**src/design/mket_pkg.sv**
```systemverilog
package mket_pkg;

	localparam int NUM_SLOTS = 8;
	localparam int ADDR_W    = 5;
	localparam int DATA_W    = 32;
	localparam int ENTRY_W   = 29;

	localparam logic [7:0] TRIGGER_LIMIT = 8'd30;

	typedef struct packed {
		logic        enable;
		logic [7:0]  key_code;
		logic [3:0]  kind;
		logic [15:0] operand;
	} map_entry_t;

	typedef enum logic [3:0] {
		SRC_BUTTONS = 4'd0,
		SRC_LTRIG   = 4'd1,
		SRC_RTRIG   = 4'd2,
		SRC_LX_LT   = 4'd3,
		SRC_LX_GT   = 4'd4,
		SRC_LY_GT   = 4'd5,
		SRC_LY_LT   = 4'd6,
		SRC_RX_LT   = 4'd7,
		SRC_RX_GT   = 4'd8,
		SRC_RY_GT   = 4'd9,
		SRC_RY_LT   = 4'd10
	} src_kind_t;

	typedef enum logic [1:0] {
		ST_UP            = 2'd0,
		ST_JUST_PRESSED  = 2'd1,
		ST_HELD          = 2'd2,
		ST_JUST_RELEASED = 2'd3
	} key_state_t;

	typedef struct packed {
		logic [15:0]        pad_buttons;
		logic [7:0]         left_trigger;
		logic [7:0]         right_trigger;
		logic signed [15:0] left_stick_x;
		logic signed [15:0] left_stick_y;
		logic signed [15:0] right_stick_x;
		logic signed [15:0] right_stick_y;
		logic               pad_valid;
		logic [7:0]         kb_pressed_mask;
	} poll_t;

	function automatic key_state_t next_state(key_state_t cur, logic pressed);
		logic down;
		down = (cur == ST_JUST_PRESSED) || (cur == ST_HELD);
		if (pressed) begin
			return down ? ST_HELD : ST_JUST_PRESSED;
		end
		return down ? ST_JUST_RELEASED : ST_UP;
	endfunction

endpackage

```
**src/design/mket_poll_if.sv**
```systemverilog
interface mket_poll_if;
	logic               valid;
	logic               ready;
	logic [15:0]        pad_buttons;
	logic [7:0]         left_trigger;
	logic [7:0]         right_trigger;
	logic signed [15:0] left_stick_x;
	logic signed [15:0] left_stick_y;
	logic signed [15:0] right_stick_x;
	logic signed [15:0] right_stick_y;
	logic               pad_valid;
	logic [7:0]         kb_pressed_mask;

	modport source (
		output valid, pad_buttons, left_trigger, right_trigger, left_stick_x,
			left_stick_y, right_stick_x, right_stick_y, pad_valid, kb_pressed_mask,
		input  ready
	);

	modport sink (
		input  valid, pad_buttons, left_trigger, right_trigger, left_stick_x,
			left_stick_y, right_stick_x, right_stick_y, pad_valid, kb_pressed_mask,
		output ready
	);
endinterface

```
**src/design/mket_result_if.sv**
```systemverilog
interface mket_result_if;
	logic       valid;
	logic       ready;
	logic [2:0] entry_index;
	logic [7:0] key_code;
	logic [1:0] key_state;
	logic       last_entry;

	modport source (
		output valid, entry_index, key_code, key_state, last_entry,
		input  ready
	);

	modport sink (
		input  valid, entry_index, key_code, key_state, last_entry,
		output ready
	);
endinterface

```
**src/design/mapped_key_edge_tracker.sv**
```systemverilog
// Mapped key edge tracker.
// poll (sink): one beat is one controller/keyboard snapshot. It is taken when
//   valid and ready are high at a clock edge; ready is high only while idle.
// result (source): one beat per enabled mapping entry, in index order, with
//   the entry index, its key code, its edge state (up, just pressed, held,
//   just released) and last_entry set on the final beat of the poll.
// APB port: map_entry_0..7 at byte addresses 0x00..0x1C; write only while
//   no poll is in flight. pready is tied high.
// Flow: a poll is first captured, then the mapping entries are walked one per
//   cycle (holding while a result beat stalls) through the shared source
//   compare unit; the first result comes from the first enabled entry.
// A result beat waits in the output register while the receiver stalls; the
//   entry walk holds on an enabled entry until that register frees up.
// Reset clears the mapping table and every edge state to up, and drops
//   any pending result beat.
module mapped_key_edge_tracker #(
	parameter int NUM_KEYS = 8
) (
	input  logic                         clk,
	input  logic                         arst_n,
	mket_poll_if.sink                    poll,
	mket_result_if.source                result,
	input  logic                         psel,
	input  logic                         penable,
	input  logic                         pwrite,
	input  logic [mket_pkg::ADDR_W-1:0]  paddr,
	input  logic [mket_pkg::DATA_W-1:0]  pwdata,
	output logic [mket_pkg::DATA_W-1:0]  prdata,
	output logic                         pready
);
	import mket_pkg::*;

	localparam int         SW        = (NUM_KEYS > 1) ? $clog2(NUM_KEYS) : 1;
	localparam logic [2:0] LAST_SLOT = 3'(NUM_KEYS - 1);

	typedef enum logic {S_IDLE, S_RUN} state_t;

	map_entry_t entries [NUM_SLOTS];
	map_entry_t cur_entry;
	poll_t      snap_q;
	poll_t      poll_in;
	state_t     state_q;
	logic [2:0] idx_q;
	logic [2:0] last_q;
	logic [2:0] last_en;
	key_state_t edge_q [NUM_KEYS];
	key_state_t cur_st;
	key_state_t nxt_st;
	logic       pad_active;
	logic       pressed;
	logic       out_free;
	logic       step;
	logic       emit;
	logic       out_valid_q;
	logic [2:0] out_index_q;
	logic [7:0] out_code_q;
	key_state_t out_state_q;
	logic       out_last_q;

	mket_cfg_regs u_cfg (
		.clk     (clk),
		.arst_n  (arst_n),
		.psel    (psel),
		.penable (penable),
		.pwrite  (pwrite),
		.paddr   (paddr),
		.pwdata  (pwdata),
		.prdata  (prdata),
		.pready  (pready),
		.entries (entries)
	);

	assign cur_entry = entries[idx_q];

	mket_src_unit u_src (
		.entry  (cur_entry),
		.snap   (snap_q),
		.active (pad_active)
	);

	assign poll_in = '{
		pad_buttons:     poll.pad_buttons,
		left_trigger:    poll.left_trigger,
		right_trigger:   poll.right_trigger,
		left_stick_x:    poll.left_stick_x,
		left_stick_y:    poll.left_stick_y,
		right_stick_x:   poll.right_stick_x,
		right_stick_y:   poll.right_stick_y,
		pad_valid:       poll.pad_valid,
		kb_pressed_mask: poll.kb_pressed_mask
	};

	always_comb begin
		last_en = '0;
		for (int i = 0; i < NUM_KEYS; i++) begin
			if (entries[i].enable) begin
				last_en = 3'(i);
			end
		end
	end

	assign pressed  = snap_q.kb_pressed_mask[idx_q] | (snap_q.pad_valid & pad_active);
	assign cur_st   = edge_q[idx_q[SW-1:0]];
	assign nxt_st   = next_state(cur_st, pressed);
	assign out_free = !out_valid_q || result.ready;
	assign step     = (state_q == S_RUN) && (!cur_entry.enable || out_free);
	assign emit     = step && cur_entry.enable;

	assign poll.ready = (state_q == S_IDLE);

	always_ff @(posedge clk or negedge arst_n) begin
		if (!arst_n) begin
			state_q     <= S_IDLE;
			idx_q       <= '0;
			last_q      <= '0;
			out_valid_q <= 1'b0;
			for (int i = 0; i < NUM_KEYS; i++) begin
				edge_q[i] <= ST_UP;
			end
		end else begin
			out_valid_q <= emit || (out_valid_q && !result.ready);
			unique case (state_q)
				S_IDLE: begin
					if (poll.valid) begin
						idx_q   <= '0;
						last_q  <= last_en;
						state_q <= S_RUN;
					end
				end
				S_RUN: begin
					if (step) begin
						edge_q[idx_q[SW-1:0]] <= cur_entry.enable ? nxt_st : ST_UP;
						if (idx_q == LAST_SLOT) begin
							state_q <= S_IDLE;
						end else begin
							idx_q <= idx_q + 3'd1;
						end
					end
				end
				default: state_q <= S_IDLE;
			endcase
		end
	end

	always_ff @(posedge clk) begin
		if (poll.valid && poll.ready) begin
			snap_q <= poll_in;
		end
		if (emit) begin
			out_index_q <= idx_q;
			out_code_q  <= cur_entry.key_code;
			out_state_q <= nxt_st;
			out_last_q  <= (idx_q == last_q);
		end
	end

	assign result.valid       = out_valid_q;
	assign result.entry_index = out_index_q;
	assign result.key_code    = out_code_q;
	assign result.key_state   = out_state_q;
	assign result.last_entry  = out_last_q;

	assert property (@(posedge clk) disable iff (!arst_n)
		poll.valid && poll.ready |=> !poll.ready)
		else $error("poll accepted on consecutive cycles");

	assert property (@(posedge clk) disable iff (!arst_n)
		result.valid && !result.ready |=> result.valid && $stable(result.entry_index)
			&& $stable(result.key_state) && $stable(result.last_entry))
		else $error("stalled result beat changed");

	assert property (@(posedge clk) disable iff (!arst_n)
		result.valid |-> result.entry_index <= LAST_SLOT)
		else $error("result beat for an entry beyond the table");

	assert property (@(posedge clk) disable iff (!arst_n)
		emit |-> out_free)
		else $error("result register overwritten while occupied");
endmodule

```
**src/design/mket_cfg_regs.sv**
```systemverilog
module mket_cfg_regs (
	input  logic                                clk,
	input  logic                                arst_n,
	input  logic                                psel,
	input  logic                                penable,
	input  logic                                pwrite,
	input  logic [mket_pkg::ADDR_W-1:0]         paddr,
	input  logic [mket_pkg::DATA_W-1:0]         pwdata,
	output logic [mket_pkg::DATA_W-1:0]         prdata,
	output logic                                pready,
	output mket_pkg::map_entry_t                entries [mket_pkg::NUM_SLOTS]
);
	import mket_pkg::*;

	map_entry_t regs_q [NUM_SLOTS];
	logic [2:0] sel;

	assign sel    = paddr[ADDR_W-1:2];
	assign pready = 1'b1;
	assign prdata = {{(DATA_W-ENTRY_W){1'b0}}, regs_q[sel]};

	always_ff @(posedge clk or negedge arst_n) begin
		if (!arst_n) begin
			for (int i = 0; i < NUM_SLOTS; i++) begin
				regs_q[i] <= '0;
			end
		end else if (psel && penable && pwrite) begin
			regs_q[sel] <= map_entry_t'(pwdata[ENTRY_W-1:0]);
		end
	end

	assign entries = regs_q;
endmodule

```
**src/design/mket_src_unit.sv**
```systemverilog
module mket_src_unit (
	input  mket_pkg::map_entry_t entry,
	input  mket_pkg::poll_t      snap,
	output logic                 active
);
	import mket_pkg::*;

	logic signed [15:0] thr;
	logic signed [15:0] axis;
	logic               want_lt;
	logic               axis_sel;
	logic               lt;
	logic               gt;

	assign thr = $signed(entry.operand);

	always_comb begin
		axis     = snap.left_stick_x;
		want_lt  = 1'b0;
		axis_sel = 1'b0;
		active   = 1'b0;
		unique case (src_kind_t'(entry.kind))
			SRC_BUTTONS: active = |(snap.pad_buttons & entry.operand);
			SRC_LTRIG:   active = snap.left_trigger > TRIGGER_LIMIT;
			SRC_RTRIG:   active = snap.right_trigger > TRIGGER_LIMIT;
			SRC_LX_LT: begin
				axis = snap.left_stick_x;  want_lt = 1'b1; axis_sel = 1'b1;
			end
			SRC_LX_GT: begin
				axis = snap.left_stick_x;  want_lt = 1'b0; axis_sel = 1'b1;
			end
			SRC_LY_GT: begin
				axis = snap.left_stick_y;  want_lt = 1'b0; axis_sel = 1'b1;
			end
			SRC_LY_LT: begin
				axis = snap.left_stick_y;  want_lt = 1'b1; axis_sel = 1'b1;
			end
			SRC_RX_LT: begin
				axis = snap.right_stick_x; want_lt = 1'b1; axis_sel = 1'b1;
			end
			SRC_RX_GT: begin
				axis = snap.right_stick_x; want_lt = 1'b0; axis_sel = 1'b1;
			end
			SRC_RY_GT: begin
				axis = snap.right_stick_y; want_lt = 1'b0; axis_sel = 1'b1;
			end
			SRC_RY_LT: begin
				axis = snap.right_stick_y; want_lt = 1'b1; axis_sel = 1'b1;
			end
			default: active = 1'b0;
		endcase
		lt = axis < thr;
		gt = axis > thr;
		if (axis_sel) begin
			active = want_lt ? lt : gt;
		end
	end
endmodule
```
**src/flat_wrapper.sv**
```systemverilog
// flat-port wrapper written by rule: the top's interface ports become plain ports
module mapped_key_edge_tracker_flat import mket_pkg::*;
#(
	parameter int NUM_KEYS = 8
)
  (clk, arst_n, psel, penable, pwrite, paddr, pwdata, prdata, pready, poll_valid, poll_pad_buttons, poll_left_trigger, poll_right_trigger, poll_left_stick_x, poll_left_stick_y, poll_right_stick_x, poll_right_stick_y, poll_pad_valid, poll_kb_pressed_mask, poll_ready, result_valid, result_entry_index, result_key_code, result_key_state, result_last_entry, result_ready);
  mket_poll_if poll_i ();
  mket_result_if result_i ();
  input  logic clk;
  input  logic arst_n;
  input  logic psel;
  input  logic penable;
  input  logic pwrite;
  input  logic [mket_pkg::ADDR_W-1:0] paddr;
  input  logic [mket_pkg::DATA_W-1:0] pwdata;
  output logic [mket_pkg::DATA_W-1:0] prdata;
  output logic pready;
  input wire logic [$bits(poll_i.valid)-1:0] poll_valid;
  input wire logic [$bits(poll_i.pad_buttons)-1:0] poll_pad_buttons;
  input wire logic [$bits(poll_i.left_trigger)-1:0] poll_left_trigger;
  input wire logic [$bits(poll_i.right_trigger)-1:0] poll_right_trigger;
  input wire logic [$bits(poll_i.left_stick_x)-1:0] poll_left_stick_x;
  input wire logic [$bits(poll_i.left_stick_y)-1:0] poll_left_stick_y;
  input wire logic [$bits(poll_i.right_stick_x)-1:0] poll_right_stick_x;
  input wire logic [$bits(poll_i.right_stick_y)-1:0] poll_right_stick_y;
  input wire logic [$bits(poll_i.pad_valid)-1:0] poll_pad_valid;
  input wire logic [$bits(poll_i.kb_pressed_mask)-1:0] poll_kb_pressed_mask;
  output wire logic [$bits(poll_i.ready)-1:0] poll_ready;
  output wire logic [$bits(result_i.valid)-1:0] result_valid;
  output wire logic [$bits(result_i.entry_index)-1:0] result_entry_index;
  output wire logic [$bits(result_i.key_code)-1:0] result_key_code;
  output wire logic [$bits(result_i.key_state)-1:0] result_key_state;
  output wire logic [$bits(result_i.last_entry)-1:0] result_last_entry;
  input wire logic [$bits(result_i.ready)-1:0] result_ready;
  assign poll_i.valid = poll_valid;
  assign poll_i.pad_buttons = poll_pad_buttons;
  assign poll_i.left_trigger = poll_left_trigger;
  assign poll_i.right_trigger = poll_right_trigger;
  assign poll_i.left_stick_x = poll_left_stick_x;
  assign poll_i.left_stick_y = poll_left_stick_y;
  assign poll_i.right_stick_x = poll_right_stick_x;
  assign poll_i.right_stick_y = poll_right_stick_y;
  assign poll_i.pad_valid = poll_pad_valid;
  assign poll_i.kb_pressed_mask = poll_kb_pressed_mask;
  assign poll_ready = poll_i.ready;
  assign result_valid = result_i.valid;
  assign result_entry_index = result_i.entry_index;
  assign result_key_code = result_i.key_code;
  assign result_key_state = result_i.key_state;
  assign result_last_entry = result_i.last_entry;
  assign result_i.ready = result_ready;
  mapped_key_edge_tracker #(.NUM_KEYS(NUM_KEYS)) u_core (.clk(clk), .arst_n(arst_n), .poll(poll_i), .result(result_i), .psel(psel), .penable(penable), .pwrite(pwrite), .paddr(paddr), .pwdata(pwdata), .prdata(prdata), .pready(pready));
endmodule
```
**config.mk**
```make
export PLATFORM = sky130hd
export DESIGN_NAME = mapped_key_edge_tracker_flat
export DESIGN_NICKNAME = d
export VERILOG_FILES = /design/src/design/mket_pkg.sv /design/src/design/mket_poll_if.sv /design/src/design/mket_result_if.sv /design/src/design/mapped_key_edge_tracker.sv /design/src/design/mket_cfg_regs.sv /design/src/design/mket_src_unit.sv /design/src/flat_wrapper.sv
export SDC_FILE = /design/constraint.sdc
export NUM_CORES = 1
export LEC_CHECK = 0
export BUFFER_PORTS_ARGS = -buffer_cell sky130_fd_sc_hd__buf_2
export CORE_MARGIN = 2
export CORE_UTILIZATION = 30
export DETAILED_ROUTE_END_ITERATION = 12
export SETUP_SLACK_MARGIN = 0.2
export SLEW_MARGIN = 20
export SYNTH_ARGS = -nofsm -noshare
export SYNTH_HDL_FRONTEND = slang
export SYNTH_HIERARCHICAL = 1
export SYNTH_SLANG_ARGS = --single-unit
```
**constraint.sdc**
```tcl
create_clock -name clk -period 16 [get_ports clk]
set_input_delay 0 -clock clk [delete_from_list [all_inputs] [get_ports clk]]
set_output_delay 0 -clock clk [all_outputs]
set_load 0.03 [all_outputs]
```
==> metrics.md <==
| Metric | Value |
|---|---|
| Max_cap viols | 0 |
| DP HPWL | 34,300 um |
| Core box area | 0.0602 mm^2 |
| First-pass GRT wire length | 83,500 um |
| Top_reg_cell synth | dfrtp_1 |
| Hold Path Class | input pin to asynchronous set/reset pin |
| H-tree depth | 2 |
| Via count | about 13,000 |
| Worst Tran Pin Value | 1.10 ns |
| Mapped cell area | 0.0183 mm^2 |
| Synth cell count leaders | dfrtp_1 (256), mux2_2 (239), edfxtp_1 (119), nand2_1 (113), mux4_2 (66) |
| Clock slew at reported path FFs | around 0.060 ns |
| Unrepaired setup endpoints after global routing | no |
| Initial drt markers | between 1,000 and 1,500 |
| Worst Path Max Fanout | 44 |
| Critical path class | register to register |
| Final Critical Period | 7.74 ns |
| Vias in the first global route | about 13,000 |
| Cells along the critical path | buf_4 > nor3b_4 > a22oi_1 > o21ai_1 > nand2b_1 > o21ai_1 > buf_4 > a222oi_1 > a21oi_1 > ha_1 > nand4_2 > nor2_1 > o2bb2ai_1 > or4_4 > or4b_1 > o2111a_1 > a21o_1 > a2bb2oi_1 > o221ai_1 > a21oi_2 > xor2_2 > a32o_1 |
| Fmax | 129 MHz |
| Die area | 0.0629 mm^2 |
| Top-area cell type share of the netlist area | roughly a third |
| Slew Viols, Final | 0 |
| Reg2Reg Depth | 22 |
| Async S/R FF share, synth | 68.3% |
| # DRC | 0 |
| Synth Instances | between 1,000 and 1,500 |
| Setup WS pre-CTS | 8.30 ns |
| FF+latch count, synth | 375 |
| R2R Path End | u_core/edge_q[2]$_DFFE_PN0P_ |
| Die X | 251 um |
| Status | complete, no violations |
| Drt total wl | 55,600 um |
| Type of origin of the critical path | register |
| Starting Density | 30.3% |
| Final setup vio count | 0 |
| Largest net degree at the start of global routing | 164 |
| IO buf count | 188 |
| Total CTS buffers | 41 |
| P_leak | roughly 9.6 nW |
| CTS Buffer Depth | 3 |
| Total track usage | 17.5% |
| Inst Count DP | ~2,200 |
| Syn Area/Cell | 14.1 um^2 |
| Worst EP arrival | 8.23 ns |
| Post-synth top area cell | dfrtp_1 |
| Slew headroom | 26.4% |
| Cell variety after synth | 76 |
| Final hold viol count | 0 |
| Initial antenna violation count | 6 |
| Num rows | 90 |
| Setup ws final | 8.26 ns |
| Crit end category | register |
| Number of enable flip-flop cells after synthesis | 119 |
| Die height | around 250 um |
| Largest stage delay on the critical path | approximately 0.8 ns |
| Worst path slowest cell | nor3b_4 |
| Period utilization | 48.4% |
| CTS resizes | 0 |
| P per Cell Area | 165 mW/mm^2 |
| Clk sink count | 375 |
| Layout cells sized above 1 | 39.2% |
| VDD IR-drop max | roughly 0.072 mV |
| Root Buffer | clkbuf_16 |
| CTS tree | built |
| Setup TNS | 0 ns |
| Top-Level Pins | 198 |
| DR vias/cell | 5.20 |
| R2R setup slack | ~8.3 ns |
| Final cell count without fillers | approximately 2,400 |
| Worst clock skew | between 0.02 and 0.025 ns |
| Ranking of synthesized cells by area | dfrtp_1 (35%), edfxtp_1 (20%), mux2_2 (15%), mux4_2 (8.1%), nand2_1 (2.3%) |
| Gpl congestion | 0.809 |
| Critical Path End | u_core/edge_q[2]$_DFFE_PN0P_ |
| Worst EP required | 16.50 ns |
| Drt pass-1 iters | 6 |
| Routed Antenna Nets | 0 |
| Most common cell in the netlist | dfrtp_1 |
| Warnings, synthesis | 6 |
| Number of nets in the layout | ~1,800 |
| Post-synthesis sequential area ratio | 54.7% |
| Reg-to-reg critical path startpoint | u_core/idx_q[2]$_DFFE_PN0P_ |
| Crit. Startpoint | u_core/idx_q[2]$_DFFE_PN0P_ |
| Global route overflow | 0 |
| Routed len/inst | 22.9 um |
| Clk Latency, worst-skew pair | 0.57 ns |
| P&R area growth vs syn | 24.5% |
==> routing by layer <==
| metal | vias to the layer above | global-route usage (%) | routed length (um) | share of wire, % |
|---|---|---|---|---|
| li1 | 5585 | - | - | - |
| met1 | 6488 | 22.8 | 23400 | 42 |
| met2 | 423 | 29.3 | 27400 | 49 |
| met3 | 111 | 3.07 | 3030 | 5.4 |
| met4 | 6 | 6.38 | 1780 | 3.2 |
| met5 | - | 0 | 44 | 0.079 |
==> where the power goes <==
group | internal (W) | total (W) | switching (W)
clock network | 0.000551 | 0.000936 | 0.000386
logic | 0.000595 | 0.00144 | 0.000841
registers | 0.00121 | 0.00138 | 0.000170
==> registers in the layout, summed over array words and instances (netlist names) <==
| name | flops |
|---|---|
| u_core/result.valid | 1 |
| u_core/result.entry_index | 3 |
| u_core/result.last_entry | 1 |
| u_core/edge_q | 16 |
| u_core/idx_q | 3 |
| u_core/result.key_state | 2 |
| u_core/last_q | 3 |
| u_core/u_cfg/entries | 232 |
| u_core/result.key_code | 8 |
| u_core/state_q | 1 |
| u_core/snap_q | 105 |
==> cell type report <==
type                       count  area [um^2]
fill                        5646        37500
clock inverter                10          151
timing repair buffer         356         2570
antenna                        3         7.51
sequential                   375         9990
tap                          782          978
inverter                      25         96.3
multi-input combinational    813         7780
clock buffer                  60         1160
==> per-stage QoR <==
stage	cell area [um^2]	power [W]	hold WS, ns	utilization [%]
5_1_grt	22700	0.00395	0.0834	37.7
2_1_floorplan	18300	0.00231	-0.296	-
3_5_place_dp	20000	0.00279	0.0704	33.3
6_report	22700	0.00375	0.0574	37.7
4_1_cts	22700	0.00377	0.0436	37.7
3_3_place_gp	20000	0.00276	0.0636	33.3
==> critical path: cells and delay by family (launching register included) <==
kind                     cells  cell delay [ns]
adder cells (fa/ha/maj)      1             0.37
flip-flops                   1             0.76
AO/OA/AOI/OAI               12             2.74
XOR/XNOR                     1             0.49
buffers and inverters        2             0.92
AND/OR/NAND/NOR              6             2.30
==> cell families (layout without fill, tap and decap cells) <==
| group | Yosys count | count (layout) | share of synthesized area, % |
|---|---|---|---|
| fa+ha+maj | 18 | 18 | 1.23 |
| compound gates | 190 | 190 | 7.89 |
| other cells | 2 | 7 | 0.0411 |
| mux | 356 | 356 | 26.3 |
| simple gates | 231 | 231 | 6.08 |
| buf+inv | 112 | 451 | 3.12 |
| flops | 375 | 375 | 54.7 |
| xor+xnor | 14 | 14 | 0.713 |
==> layout by cell type, fill, tap and decap left out, types with 4 or more instances in the layout <==
master	instances
nand4_1	5
clkbuf_16	42
a221o_1	11
mux2_4	20
nor2_1	45
conb_1	4
buf_2	186
nand3_1	6
nor4_1	4
dlygate4sd3_1	137
mux2_2	239
ha_1	18
nor3_2	5
mux4_2	66
o211ai_1	4
nand2b_1	4
nor2b_1	4
nand2_1	113
a31oi_1	5
o21ai_1	4
edfxtp_1	119
a221oi_1	29
mux2i_1	25
o21ai_0	21
dfrtp_1	253
a21oi_1	44
a32o_1	8
xor2_1	7
nand2_2	8
clkbuf_8	4
inv_1	23
mux2_1	6
xnor2_1	6
a222oi_1	17
a22oi_1	19
buf_4	31
clkbuf_1	14
a22o_1	7
==> how the worst min path moves through the flow <==
| stage | slack [ns] | depth (start not counted) | end |
|---|---|---|---|
| 5_1_grt | 0.08 | 4 | u_core/u_cfg/entries[141]$_DFFE_PN0P_ |
| 3_3_place_gp | 0.06 | 1 | u_core/u_cfg/entries[157]$_DFFE_PN0P_ |
| 2_1_floorplan | -0.30 | 0 | u_core/edge_q[0]$_DFFE_PN0P_ |
| 6_report | 0.06 | 2 | u_core/u_cfg/entries[41]$_DFFE_PN0P_ |
| 3_5_place_dp | 0.07 | 1 | u_core/u_cfg/entries[41]$_DFFE_PN0P_ |
| 4_1_cts | 0.04 | 4 | u_core/u_cfg/entries[136]$_DFFE_PN0P_ |
==> timing repair <==
action | CTS | global route
endpoints found under the hold margin | 438 | 0
hold buffers | 137 | 0
setup buffers | 0 | 0
(Power assumes the default switching activity.)
